==> src/hw/rtl/ooq_pkg.sv <==
// Package for the ordered offer queue.
// Holds the order-mode and action codes and the command struct that the
// top level hands to every cell. No dependencies.
`timescale 1ns / 1ps

package ooq_pkg;

	localparam logic [1:0] MODE_FIRST = 2'd0;
	localparam logic [1:0] MODE_MIN   = 2'd1;
	localparam logic [1:0] MODE_MAX   = 2'd2;
	localparam logic [1:0] MODE_HEAD  = 2'd3;

	localparam logic ACT_INSERT = 1'b0;
	localparam logic ACT_REMOVE = 1'b1;

	// Command broadcast along the row of cells for one accepted item.
	typedef struct packed {
		logic       ins_tail;
		logic       ins_sort;
		logic       remove;
		logic [1:0] mode;
	} ooq_cmd_t;

endpackage

==> src/hw/rtl/ooq_cell.sv <==
// One cell of the ordered offer queue: holds a single entry.
// Depends on ooq_pkg for the command struct and mode codes.
`timescale 1ns / 1ps

module ooq_cell #(
	parameter int CELL_IDX   = 0,
	parameter int TAG_BITS   = 16,
	parameter int VALUE_BITS = 32,
	parameter int CNT_W      = 7
) (
	input  logic                         clk,
	input  ooq_pkg::ooq_cmd_t            cmd,
	input  logic [CNT_W-1:0]             count,
	input  logic [TAG_BITS-1:0]          new_tag,
	input  logic signed [VALUE_BITS-1:0] new_value,
	input  logic                         new_ok,
	input  logic [TAG_BITS-1:0]          left_tag,
	input  logic signed [VALUE_BITS-1:0] left_value,
	input  logic                         left_ok,
	input  logic [TAG_BITS-1:0]          right_tag,
	input  logic signed [VALUE_BITS-1:0] right_value,
	input  logic                         right_ok,
	input  logic                         pre_in,
	output logic                         pre_out,
	output logic [TAG_BITS-1:0]          tag,
	output logic signed [VALUE_BITS-1:0] value,
	output logic                         ok
);
	import ooq_pkg::*;

	logic [TAG_BITS-1:0]          tag_q;
	logic signed [VALUE_BITS-1:0] value_q;
	logic                         ok_q;
	logic                         held;
	logic                         beaten;
	logic                         at_tail;

	assign held    = count > CNT_W'(CELL_IDX);
	assign at_tail = count == CNT_W'(CELL_IDX);

	always_comb begin
		case (cmd.mode)
			MODE_MIN: beaten = new_value > value_q;
			MODE_MAX: beaten = new_value < value_q;
			default:  beaten = 1'b0;
		endcase
	end

	// The new entry sinks past this cell only if it and every cell ahead of
	// it are held, evaluated and strictly beaten.
	assign pre_out = pre_in & held & ok_q & beaten;

	always_ff @(posedge clk) begin
		if (cmd.remove) begin
			tag_q   <= right_tag;
			value_q <= right_value;
			ok_q    <= right_ok;
		end else if (cmd.ins_tail && at_tail) begin
			tag_q   <= new_tag;
			value_q <= new_value;
			ok_q    <= new_ok;
		end else if (cmd.ins_sort && !pre_out) begin
			if (pre_in) begin
				tag_q   <= new_tag;
				value_q <= new_value;
				ok_q    <= new_ok;
			end else begin
				tag_q   <= left_tag;
				value_q <= left_value;
				ok_q    <= left_ok;
			end
		end
	end

	assign tag   = tag_q;
	assign value = value_q;
	assign ok    = ok_q;

endmodule
==> config.mk <==
export PLATFORM = sky130hd
export DESIGN_NAME = ooq_cell
export DESIGN_NICKNAME = d
export VERILOG_FILES = /design/src/hw/rtl/ooq_pkg.sv /design/src/hw/rtl/ooq_cell.sv
export SDC_FILE = /design/constraint.sdc
export NUM_CORES = 1
export LEC_CHECK = 0
export BUFFER_PORTS_ARGS = -buffer_cell sky130_fd_sc_hd__buf_2
export CAP_MARGIN = 20
export CORE_ASPECT_RATIO = 2
export CORE_MARGIN = 3
export CORE_UTILIZATION = 39
export DETAILED_ROUTE_END_ITERATION = 8
export HOLD_SLACK_MARGIN = 0.08
export PLACE_DENSITY = 0.74
export REMOVE_ABC_BUFFERS = 1
export SKIP_LAST_GASP = 1
export SLEW_MARGIN = 10
export SYNTH_ARGS = -nofsm -noshare
export SYNTH_HDL_FRONTEND = slang
export SYNTH_SLANG_ARGS = --single-unit
==> constraint.sdc <==
create_clock -name clk -period 11.75 [get_ports clk]
set_clock_uncertainty 0.2 [all_clocks]
set_input_delay 0 -clock clk [delete_from_list [all_inputs] [get_ports clk]]
set_output_delay 0 -clock clk [all_outputs]
set_load 0.02 [all_outputs]
# Word level (Yosys, flattened, before mapping)
# Cells that the tools add are included.
# op_classes
n_addsub	0
mul	0
div	0
n_lt_le_gt_ge	3
eq_ne	2
n_shift	0
n_mux	13
n_bitwise	3
n_reduce_logical	5
# op_table
operator	n
32-bit two-way mux	4
16-bit two-way mux	4
32-bit greater-than comparator	1
32-bit less-than comparator	1
7-bit by 1-bit greater-than comparator with 1-bit output (second input constant)	1
7-bit zero test	1
1-bit two-way mux	4
1-bit bitwise AND	3
3-bit nonzero test	1
2-bit by 1-bit == test with 1-bit output (second input constant)	1
2-bit == test (second input constant)	1
1-bit logical AND	2
1-bit case mux with 2 select lines	1
1-bit zero test	1
# word_totals
ff_bits	49
latchBits	0
mem_bits_rw	0
mem_bits_ro	0
out_inout_bits	50
mem_count	0

# Logic depth before layout (Yosys ltp)
# Gate-level depths: netlist of run 1.
# logic_depth
word_depth	9
ltp_mapped	9
depth_no_buf	9

# Least setup slack after synthesis of run 1
# No wires, ideal clock.
# synth_path
kind	reg2reg
start	register value_q[14], in the netlist value[14]
end	register ok_q, in the netlist ok (enable)
setup_time_ps	459
arrival_ps	3947
setup_slack_ps	7143
path_stages_with_launch	9
path_buffers	0
synth_period_minus_slack_ps	4607
path_cell_list	edfxtp_1 -> inv_1 -> ha_1 -> nand4_1 -> or4_1 -> a21oi_1 -> o41a_2 -> o22ai_2 -> a221oi_2
# synth_between
elab_chain_cells	6
word_cells_on_any_way	7
classes_between	order compare: 2; mux: 1; bitwise: 1; reduce/logical: 3
# synth_lines
element	line_no	rtl
start, declared	ooq_cell.sv:32	logic signed [VALUE_BITS-1:0] value_q;
start signal, assigned	ooq_cell.sv:56	value_q <= right_value;
start signal, assigned	ooq_cell.sv:60	value_q <= new_value;
start signal, assigned	ooq_cell.sv:65	value_q <= new_value;
32-bit less-than comparator / 32-bit greater-than comparator (equally long branches)	ooq_cell.sv:44, ooq_cell.sv:43	
1-bit case mux with 2 select lines *	ooq_cell.sv:42	case (cmd.mode)
1-bit bitwise AND *	ooq_cell.sv:51	assign pre_out = pre_in & held & ok_q & beaten;
1-bit zero test *	ooq_cell.sv:62	end else if (cmd.ins_sort && !pre_out) begin
1-bit logical AND *	ooq_cell.sv:62	
3-bit nonzero test (no source line) *	n/a	
end signal, assigned	ooq_cell.sv:57	ok_q <= right_ok;
end signal, assigned	ooq_cell.sv:61	ok_q <= new_ok;
end signal, assigned	ooq_cell.sv:66	ok_q <= new_ok;
end, declared	ooq_cell.sv:33	logic ok_q;
# Mark *: on every way between the ends. The rest lies on a longest branch, timed or not.
# A chain may end at the register's enable or synchronous reset.

# Worst setup path after layout of run 1
# layout_path
start	register value_q[31], in the netlist value[31]
end	register tag_q[7], in the netlist tag[7] (enable)
# layout_between
elab_chain_cells	6
word_cells_on_any_way	7
classes_between	order compare: 2; mux: 1; bitwise: 1; reduce/logical: 3
# layout_lines
element	line_no	rtl
32-bit less-than comparator / 32-bit greater-than comparator (equally long branches)	ooq_cell.sv:44, ooq_cell.sv:43	
1-bit case mux with 2 select lines *	ooq_cell.sv:42	
1-bit bitwise AND *	ooq_cell.sv:51	
1-bit zero test *	ooq_cell.sv:62	
1-bit logical AND *	ooq_cell.sv:62	
3-bit nonzero test (no source line) *	n/a	
end signal, assigned	ooq_cell.sv:55	tag_q <= right_tag;
end signal, assigned	ooq_cell.sv:64	tag_q <= new_tag;
end signal, assigned	ooq_cell.sv:68	tag_q <= left_tag;
end, declared	ooq_cell.sv:31	logic [TAG_BITS-1:0] tag_q;
# Marked as above.

==> flow_summary.yaml, run 1 <==
timing:
  rsz0062_at_grt: "false"
  setup_tns_ns: 0
  whs_ns: 0.0777
  final_hold_viol_count: 0
  fin_ws_ns: 7.90
  final.period_utilization: 0.328
  fmax_mhz: 260
  worst_pin_slew_ns: 0.938
  setup_viol: 0
  finalCriticalPeriod_ns: 3.85
  relSlewSlack: 0.375
  drv_slew: 0
global_route:
  grt_max_degree: 100
  antenna_found_initial: 0
  grt_pass1_vias: 3943
  grt_pass1_wl_mm: 18.3
  overflow: 0
  grt_usage: 0.232
synth:
  synthMuxAreaShare: 0.143
  synth_cell_types: 32
  synth_top_family_by_area: "multiplexers"
  netlist_instances: 344
  yosys.area_share.simple: 0.107
  synth_seq_area_share: 0.428
  synth-xor-area-share: 0
  synth_compound_area_frac: 0.132
  synthAdderAreaFrac: 0.124
  synth_area_sq_um: 3440
  ys_seq_elements: 49
  synth_edf_count: 49
  async_flop_share: 0
  ys_warn_count: 0
  synth_top_area_cell: "edfxtp_1"
  syn_area_per_cell_sq_um: 10.0
  synthDominantCellAreaShare: 0.428
  ys.flop_type: "edfxtp_1"
  synth_area_leaders: "edfxtp_1 43%, mux2i_1 14%, ha_1 12%, o21ai_0 7.4%, nand2_1 6.1%"
critical_path:
  start_kind: "register"
  required_ns: 11.49
  worstPathArrival_ns: 3.59
  critical_path_class: "register to register"
  rr_worst_depth: 10
  cp_max_fo: 33
  cp-end-kind: "register"
routing:
  drt_iter0_drc: 132
  drt-vias-per-instance: 5.03
  wire_per_inst_um: 15.8
  vias: 3761
  wl_mm: 11.8
  drtAntennaViolNets: 0
  drc: 0
  firstDrtPassIters: 4
cts:
  cts_buffer_depth: 2
  cts_tree: "built"
  insertion_delay_ns: 0.29
  clkSinkCount: 49
  post_cts_buffers: 0
  clkTransAtPathRegs_ns: 0.07
  cts_buffers: 5
  h-tree-depth: 2
  clock-root-buffer: "clkbuf_16"
finish:
  final_util: 0.678
  final_layout_size_suffix_gt1_frac: 0.348
  layoutNonFillerInstCount: 747
  layout.cells.most_common: "buf_2"
  area_growth_syn_to_layout_pct: 65.9
  final_cell_mix: "210 x buf_2, 98 x dlygate4sd3_1, 56 x nand2_1"
  fin_nets: 841
  fill_cells: 664
placement:
  dp_cells: 639
  port_buffers: 210
  dp_hpwl_mm: 8.33
  gp_congestion: 0.766
  pre_cts_ws_ns: 7.85
power_and_ir_drop:
  powerDensity_nw_per_um2: 99.6
  peakVddDrop_mv: 0.0777
  p_leak_uw: 0.00287
run_status:
  status: "finished clean"
die:
  core_sq_um: 8410
  row_count: 47
  dieWidth_um: 72.4
  start_util: 0.409
  io_pins: 211
  die_h_um: 139
  die_area_sq_um: 10000
hold_path:
  min_path_cells: 3
  hold_class: "input pin to register"
job:
  drv_cap: 0
[cell families (layout without fill, tap and decap cells)]
kind of cell | Yosys count | count (layout)
simple gates | 81 | 81
compound gates | 80 | 80
buf+inv | 51 | 354
mux | 49 | 49
flops | 49 | 49
fa+ha+maj | 34 | 34
other cells | 0 | 2
[worst max-delay path: stages (launching register included)]
cell and delay, ns:
edfxtp_1 0.35, inv_1 0.05, ha_1 0.34, nand4_1 0.18
nor3_1 0.08, a221oi_1 0.46, o211ai_1 0.18, o22ai_2 0.24
nor2_1 0.13, a221oi_4 0.72, buf_4 0.54
[registers in the layout, summed over array words and instances, names as in the netlist]
signal	cells
value	32
ok	1
tag	16
[layout make-up]
class / instances / area, sq um / share of cell area
Tap cell: 98 / 123 / 0.0215
Timing Repair Buffer: 311 / 2050 / 0.360
Antenna cell: 2 / 5.00 / 0.000877
Inverter: 35 / 131 / 0.0230
Clock buffer: 6 / 129 / 0.0226
Sequential cell: 49 / 1470 / 0.258
Clock inverter: 2 / 33.8 / 0.00592
Multi-Input combinational cell: 244 / 1760 / 0.308
[per-layer routing]
metal / routed length, um / global-route usage / up-vias / part of all wire
met5: 0 / 0 / - / 0
met4: 524 / 0.119 / 0 / 0.044
met3: 668 / 0.0414 / 37 / 0.057
met2: 6650 / 0.437 / 155 / 0.56
met1: 3960 / 0.231 / 1727 / 0.34
li1: - / - / 1842 / -
[cell usage after synthesis, types with 5 or more instances]
cell type,instances
clkbuf_1,11
edfxtp_1,49
nor2_1,6
inv_1,35
a21oi_1,15
mux2i_1,49
nand2_1,56
ha_1,34
o21ai_0,51
buf_6,5
nand4_1,7
[stage by stage]
stage	instance area [sq um]	power (uW)
2_1_floorplan	3340	306
3_3_place_gp	4560	368
3_5_place_dp	4560	373
4_1_cts	5700	569
5_1_grt	5700	596
6_report	5700	568
[timing repair]
action | CTS | global route
gates resized for setup | 0 | 0
hold buffers | 98 | 0
endpoints found under the hold margin | 49 | 0
[final timing paths]
kind	slack, ns	to	start
worst max-delay path	7.90	tag[7]	value[31]
worst min-delay path	0.08	ok	cmd[3]
worst max register to register	7.90	tag[7]	value[31]
worst min register to register	1.10	ok	ok
[power breakdown]
part,internal [uW],switching (uW)
Clock,100,63.6
Combinational,89.8,93.5
Sequential,214,6.94
Total,404,164
Power figures use the tool's default switching activity.
==> inputs of run 2 (changes only) <==
==> constraint.sdc (replaced) <==
create_clock -name clk -period 3.8 [get_ports clk]
set_clock_uncertainty 0.2 [all_clocks]
set_input_delay 0 -clock clk [delete_from_list [all_inputs] [get_ports clk]]
set_output_delay 0 -clock clk [all_outputs]
set_load 0.02 [all_outputs]
==> flow_summary.yaml, run 2 (synthesis gave the netlist of run 1 again) <==
routing:
  drtAntennaViolNets: 0
  wl_mm: 11.9
  drt-vias-per-instance: 5.12
  firstDrtPassIters: 4
  vias: 3816
  drt_iter0_drc: 140
  drc: 0
  wire_per_inst_um: 16.0
power_and_ir_drop:
  switching_power_uw: 501
  powerDensity_nw_per_um2: 296
  p_sw_frac: 0.298
  p_leak_uw: 0.00286
  p_seq_frac: 0.408
  p_total_uw: 1680
  power.clock.fraction: 0.253
  comb_power_share: 0.339
  peakVddDrop_mv: 0.254
  p_int_uw: 1180
critical_path:
  critPathTopFamily: "compound AO/OA/AOI/OAI gates"
  start_kind: "register"
  reg2reg_setup_slack_ns: 0.56
  cp-end-kind: "register"
  crit_path_max_incr_delay_ns: 0.48
  crit_chain: "inv_1 > ha_1 > a21oi_1 > o21ai_0 > a221oi_1 > o211ai_1 > o22ai_2 > nor2_1 > a221oi_4 > buf_4"
  crit_buf_inv: 2
  worst_path_max_delay_cell: "buf_4"
  cp_max_fo: 38
  required_ns: 3.53
  worstPathArrival_ns: 2.97
  critical_path_class: "register to register"
placement:
  gp_congestion: 0.766
  port_buffers: 210
  dp_hpwl_mm: 8.42
global_route:
  grt_max_degree: 99
  overflow: 0
  grt_pass1_wl_mm: 18.4
  antenna_found_initial: 0
  grt_usage: 0.236
  grt_pass1_vias: 3977
timing:
  final.period_utilization: 0.854
  setup_viol: 0
  fmax_mhz: 308
  finalCriticalPeriod_ns: 3.24
  worst_pin_slew_ns: 0.822
  final_hold_viol_count: 0
  drv_slew: 0
  setup_tns_ns: 0
  rsz0062_at_grt: "false"
  whs_ns: 0.141
  relSlewSlack: 0.452
run_status:
  status: "finished clean"
die:
  core_sq_um: 8410
  start_util: 0.409
  io_pins: 211
  die_h_um: 139
  dieWidth_um: 72.4
  die_area_sq_um: 10000
  row_count: 47
cts:
  cts_resized: 0
  insertion_delay_ns: 0.29
  h-tree-depth: 2
  cts_buffers: 5
  cts_tree: "built"
  clkTransAtPathRegs_ns: 0.07
  clock-root-buffer: "clkbuf_16"
  cts_buffer_depth: 2
  post_cts_buffers: 0
  clkSinkCount: 49
  holdBufCountCts: 98
hold_path:
  hold_class: "input pin to register"
finish:
  final_layout_size_suffix_gt1_frac: 0.349
  area_growth_syn_to_layout_pct: 65.3
  fin_nets: 842
  fill_cells: 671
  final_cell_mix: "210 x buf_2, 98 x dlygate4sd3_1, 56 x nand2_1"
  largest_reg_flops: 32
  layout.cells.most_common: "buf_2"
job:
  drv_cap: 0
==> run 2: cell type report <==
type	count	area [sq um]	area share
timing repair buffer	312	2060	0.363
multi-input combinational	244	1760	0.309
sequential	49	1470	0.259
inverter	35	131	0.0231
clock buffer	5	125	0.0220
tap	98	123	0.0216
clock inverter	2	11.3	0.00198
antenna	1	2.50	0.000440
==> run 2: power groups by stage <==
stage / registers, uW / logic, uW / clock network (uW)
finish: 686 / 570 / 425
global route: 691 / 627 / 465
CTS: 685 / 564 / 438
detailed placement: 697 / 461 / 0
global placement: 694 / 446 / 0
floorplan: 769 / 177 / 0
==> run 2: worst paths after layout <==
| path | start | cells after the start | end |
|---|---|---|---|
| setup / recovery | value[21] | 10 | value[17] |
| setup reg to reg | value[21] | 10 | value[17] |
| hold reg to reg | ok | 6 | value[14] |
| hold / removal | cmd[3] | 4 | value[14] |
==> run 2: metrics by stage <==
step,cell area [sq um],cells,util,worst slack [ns]
after CTS,5680,745,0.675,0.468
after global routing,5680,745,0.675,0.327
final,5680,746,0.676,0.556
after global placement,4560,640,0.543,0.599
after detailed placement,4560,640,0.543,0.491
after floorplan,3340,328,-,-0.807
==> run 2: routing by layer <==
metal,wire (um),vias up,track usage
met5,0,-,0
met4,520,0,0.125
met3,672,38,0.0435
met2,6770,176,0.449
met1,3960,1762,0.227
li1,-,1840,-
==> run 2: worst min-delay path: stages <==
cell and delay, ns:
buf_2 0.10, inv_1 0.08, a221oi_4 0.07, buf_4 0.19
==> inputs of run 3 (changes only) <==
--- a/config.mk
+++ b/config.mk
@@ -7,10 +7,11 @@
 export LEC_CHECK = 0
 export BUFFER_PORTS_ARGS = -buffer_cell sky130_fd_sc_hd__buf_2
 export CAP_MARGIN = 20
-export CORE_ASPECT_RATIO = 2
+export CORE_ASPECT_RATIO = 1.4
 export CORE_MARGIN = 3
 export CORE_UTILIZATION = 39
 export DETAILED_ROUTE_END_ITERATION = 8
+export GPL_TIMING_DRIVEN = 0
 export HOLD_SLACK_MARGIN = 0.08
 export PLACE_DENSITY = 0.74
 export REMOVE_ABC_BUFFERS = 1
==> flow_summary.yaml, run 3 (synthesis gave the netlist of run 1 again) <==
finish:
  fin_nets: 844
  ff_latch_area_sq_um: 1470
  final_cell_mix: "209 x buf_2, 99 x dlygate4sd3_1, 56 x nand2_1"
  final_layout_size_suffix_gt1_frac: 0.349
  fill_cells: 621
  antenna_cells: 0
  final_util: 0.686
  final_area_sq_um: 5760
  largest_reg_flops: 32
  layout.cells.most_common: "buf_2"
  multi_input_area_sq_um: 1760
  area_growth_syn_to_layout_pct: 67.6
power_and_ir_drop:
  power.clock.fraction: 0.258
  peakVddDrop_mv: 0.199
  p_sw_frac: 0.297
  powerDensity_nw_per_um2: 293
  comb_power_share: 0.337
  p_total_uw: 1690
  p_leak_uw: 0.00290
  switching_power_uw: 502
  p_seq_frac: 0.405
  p_int_uw: 1190
routing:
  vias: 3744
  firstDrtPassIters: 5
  drtAntennaViolNets: 0
  drt_iter0_drc: 139
  wire_per_inst_um: 14.8
  drt-vias-per-instance: 4.98
  drc: 0
  wl_mm: 11.2
timing:
  final_hold_viol_count: 0
  drv_slew: 0
  finalCriticalPeriod_ns: 3.29
  final.period_utilization: 0.865
  worst_pin_slew_ns: 0.843
  rsz0062_at_grt: "false"
  fin_ws_ns: 0.512
  setup_viol: 0
  fmax_mhz: 304
  relSlewSlack: 0.438
  whs_ns: 0.249
critical_path:
  crit_path_max_incr_delay_ns: 0.60
  r2r-start: "value[13]"
  crit_start: "value[13]"
  cp-end-kind: "register"
  required_ns: 3.60
  worstPathArrival_ns: 3.08
  start_kind: "register"
  reg2reg_to: "value[26]"
  reg2reg_setup_slack_ns: 0.51
  critPathMostFrequentCell: "buf_8"
  cp_max_fo: 15
  critical_path_class: "register to register"
  rr_worst_depth: 10
  crit_chain: "inv_1 > ha_1 > nand4_1 > or4_1 > a21oi_1 > o41a_2 > o22ai_2 > a221oi_4 > buf_8 > buf_8"
  worst_path_max_delay_cell: "or4_1"
  critPathCapture: "value[26]"
die:
  die_area_sq_um: 9990
  core_sq_um: 8390
  start_util: 0.410
  io_pins: 211
  row_count: 39
  dieWidth_um: 85.4
  die_h_um: 117
global_route:
  antenna_found_initial: 0
  grt_usage: 0.218
  overflow: 0
  grt_max_degree: 100
  grt_pass1_wl_mm: 17.3
  grt_pass1_vias: 3892
placement:
  place_area_sq_um: 4630
  dp_hpwl_mm: 7.41
  port_buffers: 210
  gp_congestion: 0.751
  pre_cts_ws_ns: 0.497
cts:
  cts_tree: "built"
  cts_buffer_depth: 2
  holdBufCountCts: 99
  insertion_delay_ns: 0.29
  cts_resized: 0
  clock-root-buffer: "clkbuf_16"
  clkSinkCount: 49
  cts_buffers: 5
  post_cts_buffers: 0
  clkTransAtPathRegs_ns: 0.07
  h-tree-depth: 2
job:
  drv_cap: 0
run_status:
  status: "finished clean"
hold_path:
  hold_class: "input pin to register"
-- run 3: cell count changes in the layout (fill, tap and decap cells not counted), sizes merged --
cell,previous run,this run
diode,1,0
clkinv,1,3
buf,214,215
dlygate4sd3,98,99
clkinvlp,1,0
-- run 3: cell type report --
cell class	count	share of cell area
inverter	35	0.0228
clock inverter	3	0.00217
timing repair buffer	314	0.371
clock buffer	5	0.0217
tap	102	0.0221
multi-input combinational	244	0.305
sequential	49	0.255
-- run 3: worst max-delay path, delay by kind of cell, from the launching register on --
family / cells / cell delay, ns
buffers and inverters: 3 / 0.46
adder cells (fa/ha/maj): 1 / 0.29
flip-flops: 1 / 0.35
AO/OA/AOI/OAI: 4 / 0.92
AND/OR/NAND/NOR: 2 / 0.75
-- run 3: how the worst min path moves through the flow --
stage,from,endpoint,slack (ns),cells past startpoint
3_5_place_dp,right_tag[3],tag[3],0.08,3
4_1_cts,cmd[1],value[29],0.25,4
3_3_place_gp,right_tag[1],tag[1],0.08,3
6_report,cmd[1],value[29],0.25,4
2_1_floorplan,cmd[2],ok,-0.01,2
5_1_grt,cmd[1],value[30],0.27,4
-- run 3: power by group through the flow --
stage                     clock network [uW]  registers (uW)  logic [uW]
after floorplan                            0             769         177
after global placement                     0             696         436
after detailed placement                   0             695         459
after CTS                                447             684         562
after global routing                     461             691         627
final                                    436             684         569
-- run 3: routing by layer --
layer  global-route usage  part of all wire
met1                0.220              0.35
met2                0.438              0.56
met3               0.0441             0.062
met4               0.0760             0.025
met5                    0                 0
-- run 3: per-stage QoR --
step	TNS, ns	instances
detailed placement	0	645
finish	0	752
global placement	-90.72	640
floorplan	-39.53	328
CTS	0	752
global route	0	752
